===== config.mk =====
export PLATFORM = sky130hd
export DESIGN_NAME = stream_byte_reassembler
export DESIGN_NICKNAME = d
export VERILOG_FILES = /design/src/design/sbr_pkg.sv /design/src/design/stream_byte_reassembler.sv /design/src/design/sbr_front.sv /design/src/design/sbr_cmdq.sv /design/src/design/sbr_back.sv
export VERILOG_INCLUDE_DIRS = /design/src /design/src/design
export SDC_FILE = /design/constraint.sdc
export NUM_CORES = 2
export LEC_CHECK = 0
export ABC_AREA = 0
export BUFFER_PORTS_ARGS = -buffer_cell sky130_fd_sc_hd__buf_2
export CORE_MARGIN = 3
export CORE_UTILIZATION = 50
export CTS_CLUSTER_SIZE = 28
export DETAILED_ROUTE_END_ITERATION = 10
export PLACE_DENSITY = 0.68
export SETUP_SLACK_MARGIN = 0.2
export SYNTH_ARGS = -nofsm -noshare
export SYNTH_HDL_FRONTEND = slang
export SYNTH_SLANG_ARGS = --single-unit

===== constraint.sdc =====
create_clock -name clk -period 6.3 [get_ports clk]
set_input_delay 0.315 -clock clk [delete_from_list [all_inputs] [get_ports clk]]
set_output_delay 0.315 -clock clk [all_outputs]
set_load 0.1 [all_outputs]

===== src/design/stream_byte_reassembler_defines.svh =====
// Assertion macros shared by the stream byte reassembler.
// Each macro expects clk and rst_n to be visible where it is used.
`ifndef STREAM_BYTE_REASSEMBLER_DEFINES_SVH
`define STREAM_BYTE_REASSEMBLER_DEFINES_SVH

// Same-cycle implication, checked only out of reset.
`define SBR_ASSERT_NOW(label, ante, cons) \
    label: assert property (@(posedge clk) disable iff (!rst_n) (ante) |-> (cons)) \
        else $error("stream_byte_reassembler: same-cycle check failed");

// Next-cycle implication, checked only out of reset.
`define SBR_ASSERT_NEXT(label, ante, cons) \
    label: assert property (@(posedge clk) disable iff (!rst_n) (ante) |=> (cons)) \
        else $error("stream_byte_reassembler: next-cycle check failed");

`endif


===== src/design/sbr_pkg.sv =====
// Types and constants shared by the stream byte reassembler modules.
// No dependencies.
package sbr_pkg;

    localparam int IDX_W  = 64;
    localparam int BYTE_W = 8;
    localparam int ROOM_W = 7;
    localparam int PEND_W = 7;

    // Command queue between front and back.
    localparam int QDEPTH = 2;
    localparam int QPTR_W = 1;
    localparam int QCNT_W = 2;

    // One classified item, handed from the front to the back.
    typedef struct packed {
        logic              store;
        logic [BYTE_W-1:0] data;
        logic [ROOM_W-1:0] offset;
        logic              end_set;
        logic [IDX_W-1:0]  end_pos;
    } sbr_cmd_t;

    // Stream position state that the front needs to classify an item.
    typedef struct packed {
        logic [IDX_W-1:0] next_expected;
        logic             end_known;
        logic [IDX_W-1:0] end_pos;
    } sbr_state_t;

    typedef enum logic [1:0] {
        BK_IDLE,
        BK_CHECK,
        BK_EMIT
    } back_state_t;

endpackage


===== src/design/stream_byte_reassembler.sv =====
// Path: front register, command queue, BK_CHECK (status-only beat, or read of the first byte),
// then BK_EMIT. Bytes drain one per cycle through the window memory read port; busy stays high,
// so no new item is taken, until the last beat is out.
// Reset: asynchronous, active low; clears the valid bitmap, stream position and end state.
// The window memory is not cleared; only valid slots are ever read.
// Results cannot be stalled by the receiver.
`include "stream_byte_reassembler_defines.svh"

module stream_byte_reassembler #(
    parameter int WINDOW = 64
) (
    input  logic                       clk,
    input  logic                       rst_n,
    input  logic                       start,
    output logic                       busy,
    input  logic [sbr_pkg::IDX_W-1:0]  stream_index,
    input  logic [sbr_pkg::BYTE_W-1:0] data_byte,
    input  logic                       has_byte,
    input  logic                       ends_stream,
    input  logic [sbr_pkg::ROOM_W-1:0] room,
    output logic                       result_strobe,
    output logic [sbr_pkg::BYTE_W-1:0] out_byte,
    output logic                       out_valid,
    output logic                       stream_closed,
    output logic [sbr_pkg::PEND_W-1:0] pending_count,
    output logic                       last_of_run
);
    import sbr_pkg::*;

    logic       take;
    logic       holding;
    logic       push;
    logic       pop;
    logic       q_valid;
    logic       q_full;
    logic       bk_busy;
    sbr_cmd_t   front_cmd;
    sbr_cmd_t   head_cmd;
    sbr_state_t bk_state;

    assign busy = holding || q_valid || bk_busy;
    assign take = start && !busy;

    sbr_front #(
        .WINDOW(WINDOW)
    ) u_front (
        .clk          (clk),
        .rst_n        (rst_n),
        .take         (take),
        .stream_index (stream_index),
        .data_byte    (data_byte),
        .has_byte     (has_byte),
        .ends_stream  (ends_stream),
        .room         (room),
        .bk_state     (bk_state),
        .q_full       (q_full),
        .holding      (holding),
        .push         (push),
        .cmd          (front_cmd)
    );

    sbr_cmdq u_cmdq (
        .clk      (clk),
        .rst_n    (rst_n),
        .push     (push),
        .push_cmd (front_cmd),
        .pop      (pop),
        .q_valid  (q_valid),
        .q_full   (q_full),
        .head     (head_cmd)
    );

    sbr_back #(
        .WINDOW(WINDOW)
    ) u_back (
        .clk           (clk),
        .rst_n         (rst_n),
        .q_valid       (q_valid),
        .cmd           (head_cmd),
        .pop           (pop),
        .bk_state      (bk_state),
        .bk_busy       (bk_busy),
        .result_strobe (result_strobe),
        .out_byte      (out_byte),
        .out_valid     (out_valid),
        .stream_closed (stream_closed),
        .pending_count (pending_count),
        .last_of_run   (last_of_run)
    );

    // An accepted item keeps the block busy until its last beat is out.
    `SBR_ASSERT_NEXT(a_busy_after_take, take, busy)
    `SBR_ASSERT_NEXT(a_idle_after_last, result_strobe && last_of_run, !busy)
    // A beat with no byte is always the lone status beat of its item.
    `SBR_ASSERT_NOW(a_status_beat, result_strobe && !out_valid, last_of_run && (out_byte == '0))
    `SBR_ASSERT_NOW(a_pending_bound, result_strobe, pending_count <= PEND_W'(WINDOW))

endmodule


===== src/design/sbr_front.sv =====
// Front end: registers an accepted item and classifies it against the stream state.
// Depends on sbr_pkg.
module sbr_front #(
    parameter int WINDOW = 64
) (
    input  logic                       clk,
    input  logic                       rst_n,
    input  logic                       take,
    input  logic [sbr_pkg::IDX_W-1:0]  stream_index,
    input  logic [sbr_pkg::BYTE_W-1:0] data_byte,
    input  logic                       has_byte,
    input  logic                       ends_stream,
    input  logic [sbr_pkg::ROOM_W-1:0] room,
    input  sbr_pkg::sbr_state_t        bk_state,
    input  logic                       q_full,
    output logic                       holding,
    output logic                       push,
    output sbr_pkg::sbr_cmd_t          cmd
);
    import sbr_pkg::*;

    logic              valid_reg, valid_next;
    logic [IDX_W-1:0]  idx_reg;
    logic [BYTE_W-1:0] data_reg;
    logic              has_reg;
    logic              ends_reg;
    logic [ROOM_W-1:0] room_reg;

    logic [ROOM_W-1:0] room_c;
    logic [IDX_W-1:0]  diff;
    logic              ahead;
    logic              in_room;
    logic              past_end;

    always_ff @(posedge clk or negedge rst_n)
    begin
        if (!rst_n)
        begin
            valid_reg <= 1'b0;
        end
        else
        begin
            valid_reg <= valid_next;
        end
    end

    always_ff @(posedge clk)
    begin
        if (take)
        begin
            idx_reg  <= stream_index;
            data_reg <= data_byte;
            has_reg  <= has_byte;
            ends_reg <= ends_stream;
            room_reg <= room;
        end
    end

    always_comb
    begin
        room_c  = (room_reg > ROOM_W'(WINDOW)) ? ROOM_W'(WINDOW) : room_reg;
        diff    = idx_reg - bk_state.next_expected;
        ahead   = (idx_reg >= bk_state.next_expected);
        in_room = (diff[IDX_W-1:ROOM_W] == '0) && (diff[ROOM_W-1:0] < room_c);

        // A byte that ends the stream sits below its own end index, unless
        // that index wrapped past the top of the index space.
        if (ends_reg)
        begin
            past_end = has_reg && (idx_reg == '1);
        end
        else
        begin
            past_end = bk_state.end_known && (idx_reg >= bk_state.end_pos);
        end

        cmd.store   = has_reg && ahead && in_room && !past_end;
        cmd.data    = data_reg;
        cmd.offset  = diff[ROOM_W-1:0];
        cmd.end_set = ends_reg;
        cmd.end_pos = has_reg ? (idx_reg + IDX_W'(1)) : idx_reg;

        push       = valid_reg && !q_full;
        valid_next = take || (valid_reg && !push);
        holding    = valid_reg;
    end

endmodule


===== src/design/sbr_cmdq.sv =====
// Short command queue between the front and the back.
// Depends on sbr_pkg.
module sbr_cmdq (
    input  logic              clk,
    input  logic              rst_n,
    input  logic              push,
    input  sbr_pkg::sbr_cmd_t push_cmd,
    input  logic              pop,
    output logic              q_valid,
    output logic              q_full,
    output sbr_pkg::sbr_cmd_t head
);
    import sbr_pkg::*;

    sbr_cmd_t          entries [QDEPTH];
    logic [QPTR_W-1:0] wr_ptr_reg, wr_ptr_next;
    logic [QPTR_W-1:0] rd_ptr_reg, rd_ptr_next;
    logic [QCNT_W-1:0] count_reg, count_next;
    logic              do_push;
    logic              do_pop;

    always_comb
    begin
        q_valid     = (count_reg != '0);
        q_full      = (count_reg == QCNT_W'(QDEPTH));
        do_push     = push && !q_full;
        do_pop      = pop && q_valid;
        head        = entries[rd_ptr_reg];
        wr_ptr_next = do_push ? (wr_ptr_reg + QPTR_W'(1)) : wr_ptr_reg;
        rd_ptr_next = do_pop ? (rd_ptr_reg + QPTR_W'(1)) : rd_ptr_reg;
        count_next  = count_reg + QCNT_W'(do_push) - QCNT_W'(do_pop);
    end

    always_ff @(posedge clk or negedge rst_n)
    begin
        if (!rst_n)
        begin
            wr_ptr_reg <= '0;
            rd_ptr_reg <= '0;
            count_reg  <= '0;
        end
        else
        begin
            wr_ptr_reg <= wr_ptr_next;
            rd_ptr_reg <= rd_ptr_next;
            count_reg  <= count_next;
        end
    end

    always_ff @(posedge clk)
    begin
        if (do_push)
        begin
            entries[wr_ptr_reg] <= push_cmd;
        end
    end

endmodule


===== src/design/sbr_back.sv =====
// Back end: window memory, valid bitmap, stream position and the in-order drain.
// Depends on sbr_pkg.
module sbr_back #(
    parameter int WINDOW = 64
) (
    input  logic                       clk,
    input  logic                       rst_n,
    input  logic                       q_valid,
    input  sbr_pkg::sbr_cmd_t          cmd,
    output logic                       pop,
    output sbr_pkg::sbr_state_t        bk_state,
    output logic                       bk_busy,
    output logic                       result_strobe,
    output logic [sbr_pkg::BYTE_W-1:0] out_byte,
    output logic                       out_valid,
    output logic                       stream_closed,
    output logic [sbr_pkg::PEND_W-1:0] pending_count,
    output logic                       last_of_run
);
    import sbr_pkg::*;

    localparam int SLOT_W = (WINDOW > 1) ? $clog2(WINDOW) : 1;
    localparam int SUM_W  = 8;
    localparam int CNT_W  = $clog2(WINDOW + 1);

    back_state_t       state_reg, state_next;
    logic [IDX_W-1:0]  ne_reg, ne_next;
    logic [SLOT_W-1:0] ne_slot_reg, ne_slot_next;
    logic [PEND_W-1:0] held_reg, held_next;
    logic              end_known_reg, end_known_next;
    logic [IDX_W-1:0]  end_pos_reg, end_pos_next;
    logic              closed_reg, closed_next;
    logic [WINDOW-1:0] valid_reg, valid_next;
    logic [CNT_W-1:0]  run_cnt_reg, run_cnt_next;

    logic [BYTE_W-1:0] mem [WINDOW];
    logic [BYTE_W-1:0] rdata_reg;

    logic [SUM_W-1:0]  slot_sum;
    logic [SLOT_W-1:0] slot_w;
    logic              wr_en;
    logic              issue;
    logic              can_drain;

    always_comb
    begin
        state_next     = state_reg;
        ne_next        = ne_reg;
        ne_slot_next   = ne_slot_reg;
        held_next      = held_reg;
        end_known_next = end_known_reg;
        end_pos_next   = end_pos_reg;
        closed_next    = closed_reg;
        valid_next     = valid_reg;
        run_cnt_next   = run_cnt_reg;
        pop            = 1'b0;
        wr_en          = 1'b0;
        issue          = 1'b0;
        result_strobe  = 1'b0;
        out_byte       = '0;
        out_valid      = 1'b0;
        last_of_run    = 1'b0;

        // The offset is below the window size, so one subtract wraps the slot.
        slot_sum = SUM_W'(ne_slot_reg) + SUM_W'(cmd.offset);
        if (slot_sum >= SUM_W'(WINDOW))
        begin
            slot_w = SLOT_W'(slot_sum - SUM_W'(WINDOW));
        end
        else
        begin
            slot_w = SLOT_W'(slot_sum);
        end

        can_drain = !closed_reg && valid_reg[ne_slot_reg] && (run_cnt_reg < CNT_W'(WINDOW));

        case (state_reg)
            BK_IDLE:
            begin
                if (q_valid)
                begin
                    pop = 1'b1;
                    if (!closed_reg)
                    begin
                        end_known_next = end_known_reg || cmd.end_set;
                        end_pos_next   = cmd.end_set ? cmd.end_pos : end_pos_reg;
                        if (cmd.store && !valid_reg[slot_w])
                        begin
                            wr_en              = 1'b1;
                            valid_next[slot_w] = 1'b1;
                            held_next          = held_reg + PEND_W'(1);
                        end
                        if (end_known_next && (ne_reg == end_pos_next))
                        begin
                            closed_next = 1'b1;
                        end
                    end
                    run_cnt_next = '0;
                    state_next   = BK_CHECK;
                end
            end
            BK_CHECK:
            begin
                if (can_drain)
                begin
                    issue      = 1'b1;
                    state_next = BK_EMIT;
                end
                else
                begin
                    // Nothing to write: a single status beat.
                    result_strobe = 1'b1;
                    last_of_run   = 1'b1;
                    state_next    = BK_IDLE;
                end
            end
            BK_EMIT:
            begin
                result_strobe = 1'b1;
                out_byte      = rdata_reg;
                out_valid     = 1'b1;
                last_of_run   = !can_drain;
                if (can_drain)
                begin
                    issue = 1'b1;
                end
                else
                begin
                    state_next = BK_IDLE;
                end
            end
            default:
            begin
                state_next = BK_IDLE;
            end
        endcase

        if (issue)
        begin
            valid_next[ne_slot_reg] = 1'b0;
            if (held_reg != '0)
            begin
                held_next = held_reg - PEND_W'(1);
            end
            ne_next = ne_reg + IDX_W'(1);
            if (ne_slot_reg == SLOT_W'(WINDOW - 1))
            begin
                ne_slot_next = '0;
            end
            else
            begin
                ne_slot_next = ne_slot_reg + SLOT_W'(1);
            end
            closed_next  = end_known_reg && (ne_next == end_pos_reg);
            run_cnt_next = run_cnt_reg + CNT_W'(1);
        end

        stream_closed          = closed_reg;
        pending_count          = held_reg;
        bk_busy                = (state_reg != BK_IDLE);
        bk_state.next_expected = ne_reg;
        bk_state.end_known     = end_known_reg;
        bk_state.end_pos       = end_pos_reg;
    end

    always_ff @(posedge clk or negedge rst_n)
    begin
        if (!rst_n)
        begin
            state_reg     <= BK_IDLE;
            ne_reg        <= '0;
            ne_slot_reg   <= '0;
            held_reg      <= '0;
            end_known_reg <= 1'b0;
            end_pos_reg   <= '0;
            closed_reg    <= 1'b0;
            valid_reg     <= '0;
            run_cnt_reg   <= '0;
        end
        else
        begin
            state_reg     <= state_next;
            ne_reg        <= ne_next;
            ne_slot_reg   <= ne_slot_next;
            held_reg      <= held_next;
            end_known_reg <= end_known_next;
            end_pos_reg   <= end_pos_next;
            closed_reg    <= closed_next;
            valid_reg     <= valid_next;
            run_cnt_reg   <= run_cnt_next;
        end
    end

    always_ff @(posedge clk)
    begin
        if (wr_en)
        begin
            mem[slot_w] <= cmd.data;
        end
        if (issue)
        begin
            rdata_reg <= mem[ne_slot_reg];
        end
    end

endmodule


==> summary.md <==
The run finished with clean final reports. The tools report the placed wire-length estimate after detailed placement as 104000 um. In this run the cell area of the synthesized design comes to 48800 um^2. The count of nets left with antenna violations once routing finished came out at 0. Gate count after technology mapping: 4194. For this run, global-route usage on met1 was measured as 38.9%. The die covers 101000 um^2.

After synthesis the netlist holds a flip-flop and latch count of 982. The count of port buffers added during placement works out to 103. The first global-routing pass estimated 225000 um of wire. For this run, the top clock speed supported by timing is 0.178 GHz. The H-tree generated during clock tree synthesis spans 3 levels. Subtracting the final worst setup slack from the clock period gives 5.62 ns. Once the clock tree was built, the setup fixing pass inserted 0 buffers.

For the number of antenna violations at the first check in global routing, the log shows 2. For this run, the post-layout net count is 4601. After routing, the total negative slack on setup checks comes to 0 ns. Type of element launching the critical path: a register.

Cells with a size suffix above 1 make up 10.3% of the layout. Fraction of registers with async set/reset: 22.5%. For the number of warnings reported in the yosys synthesis log, the log shows 0. The routed wire length was 151000 um; the number of cell rows was 113.

The run gives 4430 as the net count after synthesis. Number of global-route vias before repair: 35212. The number of buffers inserted during clock tree synthesis was 100; the flip-flop count of the largest register after layout was 512.

The tools report the number of max-slew violations in the final report as 0. The starting density of the core came out at 50.9%. For this run, the register share of the synthesized area comes to 58.2%. The startpoint identified for the worst register-to-register timing path is u_cmdq.rd_ptr_reg$_DFFE_PN0P_. In this run the vertical extent of the chip is 318 um. The number of different library cells used by synthesis comes to 96. Later-pin clock latency in the skew report: 0.73 ns.

The global routing stage identified its most utilized layer as met2. The largest registers in the layout are u_back.mem: 512 flops, u_cmdq.entries: 160 flops. The number of standard cells in the final layout excluding fillers was 5719. The worst pin sits at a relative slew slack of 20.7%. For the pin with the worst max-slew slack, the measured transition is 1.18 ns. Compared with the post-synthesis result, the final layout area differs by 13.1%. Among all flip-flop cells after synthesis, the most frequent one is sky130_fd_sc_hd__edfxtp_1.

The root buffer cell is sky130_fd_sc_hd__clkbuf_16. In the routed layout, each cell is associated on average with a via count of 6.39. For the number of placed instances with taps included, the log shows 5446. The first TritonRoute pass finished after 6 iterations.

STA puts the critical path data arrival time at 6.06 ns. Setup repair after global routing left no endpoint under its margin. The hold path startpoint was start.

At the end of routability-driven placement, the weighted congestion stood at 0.992. The largest net degree at the start of global routing was 135; the aggregate global routing overflow was 0. TritonCTS built the clock tree. In the global route stage, overall resource usage came out at 29.2%. The cell count of the worst reg-to-reg path works out to 13. Setup violations remaining at the end of the flow were counted as 0. Counting instances, the worst hold path has a depth of 3. In the routed design, unresolved DRC markers number 0. Walking the worst path, the cells encountered are mux2_2 > ha_1 > fa_1 > buf_4 > mux4_2 > a21oi_1 > o211ai_1 > a31oi_1 > a21oi_1 > nor4_2 > nand2_1 > nor3_1 > buf_4.

The worst-case IR drop observed on VDD is 430 uV. The number of hold violations in the final report came out at 0. In this run the count of I/O pins placed on the die edge is 104. The routed layout has 36516 vias.

The slowest stage of the critical path is the sky130_fd_sc_hd__fa_1 cell. The critical path is of the register to register type. Global routing consumed, on the met2 layer, 47.4% of the routing resources. For this block, the initial DRC count from the detailed router was 4443.

The analysis attributes to cell leakage a power of 0.0195 uW. The type of the most critical hold path was input port to register. In this run, synthesis inferred 761 flip-flops with an integrated enable. After layout, the worst path uses 89.2% of the clock period. After detailed routing, the average wire length per cell comes to 26.4 um. In this run the worst path has a maximum fanout of 15.

The tools report the count of maximum capacitance violations as 0. Across the routed clock network, the largest skew measured is 0.0763 ns. In this run the standard cell core region covers 95900 um^2. The highest cell delay on the worst timing path came out at 0.89 ns.

The power density normalized to cell area came out at 440 nW/um^2. Global routing consumed, on the met3 layer, 3.78% of the routing resources. The clock transition at the registers of the reported paths was 0.06 ns; the worst path required time was 6.74 ns. The number of clock sinks seen by CTS came out at 982.

Counting along the longest clock path gives a buffer depth of 3. Each instance of the synthesized netlist takes up on average 11.6 um^2. The tools report the worst setup path startpoint as u_cmdq.rd_ptr_reg$_DFFE_PN0P_. Kind of capture point of the worst setup path: a register. In this run the horizontal extent of the chip is 318 um. The top register by number of flip-flops is u_back.mem.
## worst paths after layout
check                                               endpoint  slack (ns)
min                            u_front.idx_reg[41]$_DFFE_PP_        0.15
min in group asynchronous     u_back.valid_reg[17]$_DFF_PN0_        0.29
max in group asynchronous  u_back.end_pos_reg[3]$_DFFE_PN0P_        4.66
max reg2reg                      u_back.mem[28][5]$_DFFE_PP_        0.68
max                              u_back.mem[28][5]$_DFFE_PP_        0.68
min reg2reg                  u_cmdq.entries[0][77]$_DFFE_PP_        0.45
## cell type report
type	instances	area [um^2]
Antenna cell	1	2.50
Clock buffer	131	2690
Clock inverter	59	668
Fill cell	7861	40700
Inverter	168	631
Multi-Input combinational cell	2808	18900
Sequential cell	982	28400
Tap cell	1265	1580
Timing Repair Buffer	305	2270
## metrics by stage
stage	hold slack (ns)	total power, uW	utilization, %	worst slack, ns	instance area (um^2)
after global routing	0.157	25300	57.6	0.377	55200
after global placement	0.371	18100	53.2	0.829	51000
final	0.149	24300	57.6	0.681	55200
after floorplan	0.0194	14700	-	0.437	48800
after CTS	0.125	24300	57.6	0.767	55200
after detailed placement	0.377	18200	53.2	0.824	51000
## layer usage
layer	wire, um	up-vias
li1	-	16297
met1	59700	17934
met2	71000	1887
met3	11700	396
met4	8530	2
met5	13	-
## cells in the mapped netlist (19+ instances only)
| library cell | instances | share of area (%) |
|---|---|---|
| sky130_fd_sc_hd__xor2_1 | 69 | 1.2 |
| sky130_fd_sc_hd__ha_1 | 150 | 3.8 |
| sky130_fd_sc_hd__dfrtp_1 | 221 | 11 |
| sky130_fd_sc_hd__clkbuf_1 | 166 | 1.3 |
| sky130_fd_sc_hd__nor2_1 | 310 | 2.4 |
| sky130_fd_sc_hd__nor3_1 | 113 | 1.2 |
| sky130_fd_sc_hd__a21oi_1 | 350 | 3.6 |
| sky130_fd_sc_hd__buf_2 | 38 | 0.39 |
| sky130_fd_sc_hd__and3_1 | 33 | 0.42 |
| sky130_fd_sc_hd__nand2_1 | 236 | 1.8 |
| sky130_fd_sc_hd__and2_1 | 19 | 0.24 |
| sky130_fd_sc_hd__buf_1 | 28 | 0.22 |
| sky130_fd_sc_hd__a31oi_1 | 93 | 1.2 |
| sky130_fd_sc_hd__a211oi_1 | 19 | 0.29 |
| sky130_fd_sc_hd__a22o_1 | 33 | 0.59 |
| sky130_fd_sc_hd__inv_1 | 164 | 1.3 |
| sky130_fd_sc_hd__mux2_2 | 24 | 0.55 |
| sky130_fd_sc_hd__a22oi_1 | 223 | 3.4 |
| sky130_fd_sc_hd__nand4_1 | 136 | 1.7 |
| sky130_fd_sc_hd__o21ai_0 | 117 | 1.2 |
| sky130_fd_sc_hd__nand3_1 | 116 | 1.2 |
| sky130_fd_sc_hd__edfxtp_1 | 761 | 47 |
| sky130_fd_sc_hd__mux2i_1 | 86 | 1.8 |
| sky130_fd_sc_hd__and4_1 | 27 | 0.48 |
| sky130_fd_sc_hd__a21o_1 | 20 | 0.31 |
| sky130_fd_sc_hd__nor4_1 | 49 | 0.63 |
| sky130_fd_sc_hd__o211ai_1 | 22 | 0.34 |
| sky130_fd_sc_hd__xnor2_1 | 265 | 4.8 |
| sky130_fd_sc_hd__a221oi_1 | 40 | 0.72 |
## cells in the final DEF, fill, tap and decap left out, drive strengths merged, types with 13 or more instances in the layout
cell type / n
clkbuf: 131
edfxtp: 761
a211oi: 20
o211ai: 22
or3: 13
xor2: 69
mux2: 24
and3: 33
nand3: 119
a22oi: 223
dlygate4sd3: 82
ha: 150
o21bai: 16
mux2i: 86
o21ai: 132
xnor2: 265
a31oi: 93
nor3: 116
clkinv: 48
and4: 27
o21a: 14
a221oi: 41
a21oi: 350
nand2: 238
and2: 21
nor2: 311
buf: 223
a22o: 33
nand4: 137
a21o: 20
inv: 169
nor4: 55
dfrtp: 221
nor2b: 13
## repair_timing
action                                 in CTS  in global routing
gates resized for setup                     0                  0
hold buffers                               82                  0
endpoints found under the hold margin     168                  0
## cell families (layout without fill, tap and decap cells)
| group | count (synthesis) | in the layout | synth area share, % |
|---|---|---|---|
| buffers and inverters | 404 | 663 | 3.25 |
| AND/OR/NAND/NOR | 1132 | 1132 | 11.6 |
| other | 0 | 1 | 0 |
| AO/OA/AOI/OAI | 1074 | 1074 | 14.4 |
| multiplexers | 116 | 116 | 2.60 |
| adder cells (fa/ha/maj) | 152 | 152 | 3.93 |
| XOR/XNOR | 334 | 334 | 6.00 |
| flip-flops | 982 | 982 | 58.2 |
## critical path, delay by kind of cell (launching register included)
kind / cells / cell delay [ns]
adders and majority gates: 2 / 1.10
buffers and inverters: 2 / 0.56
DFF: 1 / 0.49
muxes: 2 / 0.79
and+or+nand+nor: 3 / 1.78
AOI/OAI and AO/OA: 4 / 0.61
## power breakdown
group | total (uW) | switching, uW | internal (uW)
sequential | 8810 | 677 | 8140
combinational | 9480 | 6680 | 2790
clock | 6020 | 2640 | 3380
No activity file was read; power rests on OpenSTA's default activity.
